### config.mk
export PLATFORM = sky130hd
export DESIGN_NAME = sse_ctrl
export DESIGN_NICKNAME = d
export VERILOG_FILES = /design/src/rtl/core/sse_pkg.sv /design/src/rtl/core/sse_ctrl.sv
export VERILOG_INCLUDE_DIRS = /design/src /design/src/rtl/core
export SDC_FILE = /design/constraint.sdc
export NUM_CORES = 1
export LEC_CHECK = 0
export ABC_AREA = 1
export BUFFER_PORTS_ARGS = -buffer_cell sky130_fd_sc_hd__buf_2
export CAP_MARGIN = 20
export CORE_ASPECT_RATIO = 1.4
export CORE_UTILIZATION = 25
export CTS_CLUSTER_DIAMETER = 50
export DETAILED_ROUTE_END_ITERATION = 10
export GPL_ROUTABILITY_DRIVEN = 0
export GPL_TIMING_DRIVEN = 1
export PLACE_DENSITY_LB_ADDON = 0.05
export SYNTH_ARGS = -nofsm -noshare
export SYNTH_HDL_FRONTEND = slang
export SYNTH_SLANG_ARGS = --single-unit
### constraint.sdc
create_clock -name i_clk -period 3.91 [get_ports i_clk]
set_input_delay 0 -clock i_clk [delete_from_list [all_inputs] [get_ports i_clk]]
set_output_delay 0 -clock i_clk [all_outputs]
set_load 0.05 [all_outputs]
### src/rtl/core/soft_sphere_energy_check_macros.svh
// Assertion macros shared by the soft-sphere energy check RTL
`ifndef SOFT_SPHERE_ENERGY_CHECK_MACROS_SVH
`define SOFT_SPHERE_ENERGY_CHECK_MACROS_SVH

// Condition that holds at every clock edge out of reset
`define SSE_CHK(name, cond, msg) \
    name: assert property (@(posedge i_clk) disable iff (!i_rst_n) (cond)) else $error(msg);

// Same-cycle implication
`define SSE_CHK_IMPL(name, ante, cons, msg) \
    name: assert property (@(posedge i_clk) disable iff (!i_rst_n) (ante) |-> (cons)) \
        else $error(msg);

// Next-cycle implication
`define SSE_CHK_NEXT(name, ante, cons, msg) \
    name: assert property (@(posedge i_clk) disable iff (!i_rst_n) (ante) |=> (cons)) \
        else $error(msg);

`endif

### src/rtl/core/sse_pkg.sv
// Shared types and constants for the soft-sphere energy check
package sse_pkg;

    localparam int unsigned MAX_PARTICLES_DEF = 256;
    localparam int unsigned DATA_W            = 32;
    localparam int unsigned ENERGY_W          = 48;
    localparam int unsigned CFG_IDX_W         = 2;

    localparam logic [DATA_W-1:0] BOX_LENGTH_RST    = 32'h0001_0000;
    localparam logic [DATA_W-1:0] SIZE_SCALE_RST    = 32'h0001_0000;
    localparam logic [DATA_W-1:0] PAIR_STRENGTH_RST = 32'h0001_0000;

    typedef enum logic [CFG_IDX_W-1:0] {
        CFG_BOX_LENGTH    = 2'd0,
        CFG_SIZE_SCALE    = 2'd1,
        CFG_PAIR_STRENGTH = 2'd2
    } t_cfg_idx;

    // Operand selection of the shared multiplier
    typedef enum logic [3:0] {
        MUL_VX,
        MUL_VY,
        MUL_VZ,
        MUL_MX,
        MUL_MY,
        MUL_MZ,
        MUL_DS,
        MUL_FF,
        MUL_ST
    } t_mul_sel;

    typedef struct packed {
        logic     load_in;
        logic     acc_clr;
        logic     acc_add;
        logic     mul_en;
        t_mul_sel mul_sel;
        logic     spd_upd;
        logic     k_clr;
        logic     k_inc;
        logic     mem_rd;
        logic     axis_ld;
        logic     d_ld;
        logic     sqrt_step;
        logic     div_init;
        logic     div_step;
        logic     ovl_add;
        logic     store;
        logic     emit;
    } t_cmd;

    typedef struct packed {
        logic last;
        logic no_pairs;
        logic pair_last;
        logic d_lt;
        logic out_full;
    } t_sts;

endpackage

### src/rtl/core/sse_ctrl.sv
// Sequencer for the soft-sphere energy check
`include "soft_sphere_energy_check_macros.svh"

module sse_ctrl (
    input  logic          i_clk,
    input  logic          i_rst_n,
    input  logic          i_in_valid,
    output logic          o_in_ready,
    input  sse_pkg::t_sts i_sts,
    output sse_pkg::t_cmd o_cmd
);

    localparam int unsigned SQRT_STEPS = 32;
    localparam int unsigned DIV_STEPS  = 30;

    typedef enum logic [4:0] {
        ST_IDLE, ST_V0, ST_V1, ST_V2, ST_VACC, ST_SPD,
        ST_RD, ST_AX, ST_S0, ST_S1, ST_S2, ST_S3, ST_DLD,
        ST_SQRT, ST_CMP, ST_DIV, ST_FSQ, ST_FST, ST_PADD, ST_NEXT, ST_STORE
    } t_state;

    t_state     r_state, n_state;
    logic [4:0] r_cnt, n_cnt;

    assign o_in_ready = (r_state == ST_IDLE);

    always_comb begin
        n_state = r_state;
        n_cnt   = r_cnt;
        o_cmd   = '0;
        o_cmd.mul_sel = sse_pkg::MUL_VX;
        case (r_state)
            ST_IDLE: begin
                if (i_in_valid) begin
                    o_cmd.load_in = 1'b1;
                    n_state = ST_V0;
                end
            end
            ST_V0: begin
                o_cmd.mul_en  = 1'b1;
                o_cmd.mul_sel = sse_pkg::MUL_VX;
                o_cmd.acc_clr = 1'b1;
                n_state = ST_V1;
            end
            ST_V1: begin
                o_cmd.mul_en  = 1'b1;
                o_cmd.mul_sel = sse_pkg::MUL_VY;
                o_cmd.acc_add = 1'b1;
                n_state = ST_V2;
            end
            ST_V2: begin
                o_cmd.mul_en  = 1'b1;
                o_cmd.mul_sel = sse_pkg::MUL_VZ;
                o_cmd.acc_add = 1'b1;
                n_state = ST_VACC;
            end
            ST_VACC: begin
                o_cmd.acc_add = 1'b1;
                n_state = ST_SPD;
            end
            ST_SPD: begin
                o_cmd.spd_upd = 1'b1;
                o_cmd.k_clr   = 1'b1;
                n_state = i_sts.no_pairs ? ST_STORE : ST_RD;
            end
            ST_RD: begin
                o_cmd.mem_rd = 1'b1;
                n_state = ST_AX;
            end
            ST_AX: begin
                o_cmd.axis_ld = 1'b1;
                n_state = ST_S0;
            end
            ST_S0: begin
                o_cmd.mul_en  = 1'b1;
                o_cmd.mul_sel = sse_pkg::MUL_MX;
                o_cmd.acc_clr = 1'b1;
                n_state = ST_S1;
            end
            ST_S1: begin
                o_cmd.mul_en  = 1'b1;
                o_cmd.mul_sel = sse_pkg::MUL_MY;
                o_cmd.acc_add = 1'b1;
                n_state = ST_S2;
            end
            ST_S2: begin
                o_cmd.mul_en  = 1'b1;
                o_cmd.mul_sel = sse_pkg::MUL_MZ;
                o_cmd.acc_add = 1'b1;
                n_state = ST_S3;
            end
            ST_S3: begin
                o_cmd.mul_en  = 1'b1;
                o_cmd.mul_sel = sse_pkg::MUL_DS;
                o_cmd.acc_add = 1'b1;
                n_state = ST_DLD;
            end
            ST_DLD: begin
                o_cmd.d_ld = 1'b1;
                n_cnt   = 5'(SQRT_STEPS - 1);
                n_state = ST_SQRT;
            end
            ST_SQRT: begin
                o_cmd.sqrt_step = 1'b1;
                n_cnt = r_cnt - 5'd1;
                if (r_cnt == '0) begin
                    n_state = ST_CMP;
                end
            end
            ST_CMP: begin
                if (i_sts.d_lt) begin
                    o_cmd.div_init = 1'b1;
                    n_cnt   = 5'(DIV_STEPS - 1);
                    n_state = ST_DIV;
                end else begin
                    n_state = ST_NEXT;
                end
            end
            ST_DIV: begin
                o_cmd.div_step = 1'b1;
                n_cnt = r_cnt - 5'd1;
                if (r_cnt == '0) begin
                    n_state = ST_FSQ;
                end
            end
            ST_FSQ: begin
                o_cmd.mul_en  = 1'b1;
                o_cmd.mul_sel = sse_pkg::MUL_FF;
                n_state = ST_FST;
            end
            ST_FST: begin
                o_cmd.mul_en  = 1'b1;
                o_cmd.mul_sel = sse_pkg::MUL_ST;
                n_state = ST_PADD;
            end
            ST_PADD: begin
                o_cmd.ovl_add = 1'b1;
                n_state = ST_NEXT;
            end
            ST_NEXT: begin
                if (i_sts.pair_last) begin
                    n_state = ST_STORE;
                end else begin
                    o_cmd.k_inc = 1'b1;
                    n_state = ST_RD;
                end
            end
            ST_STORE: begin
                // on the last particle, hold while the previous result still waits
                if (!(i_sts.last && i_sts.out_full)) begin
                    o_cmd.store = 1'b1;
                    o_cmd.emit  = i_sts.last;
                    n_state = ST_IDLE;
                end
            end
            default: begin
                n_state = ST_IDLE;
            end
        endcase
    end

    always_ff @(posedge i_clk) begin
        if (!i_rst_n) begin
            r_state <= ST_IDLE;
            r_cnt   <= '0;
        end else begin
            r_state <= n_state;
            r_cnt   <= n_cnt;
        end
    end

    `SSE_CHK_IMPL(a_emit_when_free, o_cmd.emit, i_sts.last && !i_sts.out_full, "emit blocked")
    `SSE_CHK_NEXT(a_accept_leaves_idle, i_in_valid && o_in_ready, r_state == ST_V0, "no start")

endmodule

Word level (Yosys, flattened, before mapping)
Index checks and enable logic that the tools add are counted.
{"block": "op_classes", "addsub": 1, "multipliers": 0, "div": 0, "magnitude_cmp": 0, "n_eq_ne": 25, "shift": 0, "muxes": 28, "bitwise": 0, "reduce_logical": 9}
{"cell": "5-bit one-hot mux with 21 select lines", "n": 1}
{"cell": "5-bit one-hot mux with 9 select lines", "n": 1}
{"cell": "5-bit by 4-bit == test with 1-bit output, second input constant", "n": 8}
{"cell": "5-bit two-way mux", "n": 8}
{"cell": "5-bit == test, second input constant", "n": 5}
{"cell": "5-bit by 3-bit == test with 1-bit output, second input constant", "n": 4}
{"cell": "5-bit one-hot mux with 3 select lines", "n": 1}
{"cell": "1-bit two-way mux", "n": 14}
{"cell": "5-bit by 2-bit == test with 1-bit output, second input constant", "n": 2}
{"cell": "5-bit logical NOT", "n": 2}
{"cell": "2-bit != test, second input constant", "n": 5}
{"cell": "2-bit two-way mux", "n": 3}
{"cell": "6-bit OR reduction", "n": 1}
{"cell": "5-bit by 1-bit == test with 1-bit output, second input constant", "n": 1}
{"cell": "5-bit by 1-bit subtractor with 5-bit output, second input constant", "n": 1}
{"cell": "4-bit AND reduction", "n": 1}
{"cell": "2-bit OR reduction", "n": 2}
{"cell": "3-bit nonzero test", "n": 1}
{"cell": "2-bit AND reduction", "n": 1}
{"cell": "1-bit logical AND", "n": 1}
{"block": "totals", "ff_bits": 10, "latchBits": 0, "ramBits": 0, "romBits": 0, "in_bits": 8, "out_inout_bits": 21, "elab_cells": 65, "mem_count": 0}

Longest topological paths before layout
{"block": "depth", "ltp_word": 4, "ltp_mapped": 10, "mapped_depth_nobuf": 9}

Worst setup path after synthesis
Ideal clock, no wire load.
{"block": "synth_path", "path_type": "register -> output", "from": "register r_state[2]", "to": "output o_cmd[0] (netlist bit)", "arrival_ns": 1.887, "t_required_ns": 3.910, "path_slack_ns": 2.023, "path_stages_with_launch": 5, "n_path_buf": 0, "cell_sequence": "dfxtp_1 -> nand2_1 -> inv_1 -> nand3_1 -> nor3b_1"}
{"item": "start: declaration", "line_no": "sse_ctrl.sv:22", "text": "t_state r_state, n_state;"}
{"item": "start signal: assignment", "line_no": "sse_ctrl.sv:167", "text": "r_state <= n_state;"}
{"item": "end: declaration", "line_no": "sse_ctrl.sv:10", "text": "output sse_pkg::t_cmd o_cmd"}

==> results.md <==
- Run status: finished, final reports clean
- Antenna Nets Post-Route: 0
- Critical Path AT: 1.87 ns
- Clock sink count: 10
- Initial Util: 0.261
- Synthesized cell area: approximately 960 um^2
- Hold crit path type: in -> reg
- Tmin final: approximately 1.9 ns
- Warning count from the yosys run: 0
- Post-synthesis xor/xnor area fraction: 0.0274
- CP max FO: 13
- Multiplexer share of the synthesized area: 0
- Max Slew Vio Count: 0
- Critical path type: reg -> out
- Initial antenna violation count: 0
- Synth Area in Compound Gates: 0.126
- H-tree depth: 1
- Commonest non-fill, non-tap cell in the layout: nand2_1
- Startpoint Class: register
- Synth Area in Adders: 0.0261
- Post-synth top area share: 0.209
- Via/cell ratio: slightly below 5
- Layout area overhead: 23.7%
- # nets final: between 200 and 250
- Synth unique cells: 27
- Antenna Cells: 0
- CTS tree: built
- FMAX: 535 MHz
- Most frequent cells in the layout: 34 x nand2_1, 28 x buf_2, 25 x inv_1, 25 x nor2_1, 12 x nand3_1
- I/O pin cnt: 29
- First-pass DRT Iterations: 4
- CTS Hold Bufs: 0
- Clock Path Buffers: 2
- DRC Markers: 0
- CTS clk-pin slew, worst paths: 0.05 ns
- Synthesis-stage register bit count: 10
- Die area: slightly above 0.004 mm^2
- Largest net degree at the start of global routing: 14
- Crit-path slowest cell: dfxtp_1
- Final period util: 0.478
- Max Cap Violations: 0
- Max incr delay on CP: about 0.60 ns
- Die Y: between 70 and 80 um
- Area leader, netlist: dfxtp_1
- First-pass GRT wire length: ~4.7 mm
- Final hold violations: 0
- Clock root cell: clkbuf_8
- WP buf/inv: 2
- Seq/Total Area, Yosys: 0.209
- Detailed placement HPWL: roughly 2.6 mm
- RSZ-0062 raised after global routing: no
- Measured slew at the worst slew-check pin: ~0.45 ns
- CP Capture Type: output port
- Worst clock skew: approximately 0.0079 ns
- WP data required: approximately 4 ns
- Post-CTS Resized: 0
- Remaining Overflow, GRT: 0
- Setup bufs post-CTS: 0
- Simple-gate share of the synthesized area: 0.477
- Core area: 0.00368 mm^2
- CTS Buf Count: 3
- Wirelength per Cell: between 10 and 15 um
- Die Wd: between 50 and 60 um
- Slew headroom: 0.696
- CP cell instances: inv_2 -> nand3_2 -> o21ai_0 -> nor2_1 -> o2111ai_1 -> buf_2
- Gr usage total: 0.161
- Cell family with most CP delay: flip-flops
- Synth area leaders: dfxtp_1 21%, nand2_1 13%, inv_1 9.8%, nor2_1 9.8%, nand3_1 6.3%
- Layout cells sized above 1: 0.264
- Post-route setup TNS: 0 ns
- Port-buffer cells: 28
- Post-Syn Instances: 164
- Vias in the first global route: between 1000 and 1500
- Largest family of logic cells by synthesized area: simple AND/OR/NAND/NOR gates
- Setup Viol. Count Final: 0
- Net count after synthesis: between 150 and 200
- Vias: 1153
- Drt total wl: ~3 mm
- Post-Syn Area per Cell: between 5 and 6 um^2
- Cell row count: 26
- Clk Latency, worst-skew pair: ~0.24 ns
- 1st-iter DRT viols: 42
## stage by stage
step           instances  area (um^2)   util  setup slack, ns  hold WS [ns]
2_1_floorplan        164          960      -             2.02         0.124
3_3_place_gp         231         1130  0.308             2.17         0.323
3_5_place_dp         231         1130  0.308             2.19         0.326
4_1_cts              235         1190  0.323             2.05        0.0672
5_1_grt              235         1190  0.323             1.93        0.0774
6_report             235         1190  0.323             2.04        0.0707
## final cells by class
cell class,count,area [um^2]
fillers,451,2490
clock buffers,4,55.1
inverters,29,109
flip-flops and latches,10,200
repair buffers,28,140
well taps,42,52.6
multi-input cells,122,631
## state kept, by name, indices dropped and copies added, names as in the netlist
register / flops
r_cnt: 5
r_state: 5
## cell families (layout without fill, tap and decap cells)
logic type / count (synthesis) / count (layout)
simple gates: 96 / 96
buf+inv: 32 / 61
compound gates: 21 / 21
flops: 10 / 10
xor+xnor: 3 / 3
fa+ha+maj: 2 / 2
## cell usage after synthesis
master / n
o21ai_0: 8
ha_1: 2
inv_2: 4
nor2_2: 7
nor3_1: 4
nand3_1: 12
o21a_1: 1
nand2_2: 3
a31oi_1: 1
buf_4: 2
nor2_4: 2
nand2_1: 34
nand4_1: 4
nand2_4: 1
nand3_2: 2
nand3b_1: 1
xnor2_1: 2
xor2_1: 1
dfxtp_1: 10
nor3b_1: 1
o21ai_1: 1
o2111ai_1: 2
inv_1: 25
o211ai_1: 2
buf_2: 1
a21oi_1: 6
nor2_1: 25
## routing by layer
metal / track usage / up-vias / routed length (um)
li1: - / 586 / -
met1: 0.153 / 517 / 1150
met2: 0.320 / 41 / 1650
met3: 0.0160 / 9 / 148
met4: 0.0855 / 0 / 79
met5: 0 / - / 0
## worst paths after layout
kind	start	end	slack, ns	cells past startpoint
setup reg to reg	r_state[4]	r_state[0]	2.18	9
setup / recovery	r_state[4]	o_cmd[16]	2.04	6
hold reg to reg	r_cnt[4]	r_cnt[4]	0.51	1
hold / removal	i_rst_n	r_cnt[1]	0.07	3
## worst min-delay path, stage by stage
cell	delay, ns
buf_2	0.15
o21ai_1	0.08
nor2_1	0.04
Power is left out: the tool's default activity adds up to more than one toggle a clock period on the data nets, which glitch-free logic cannot reach.
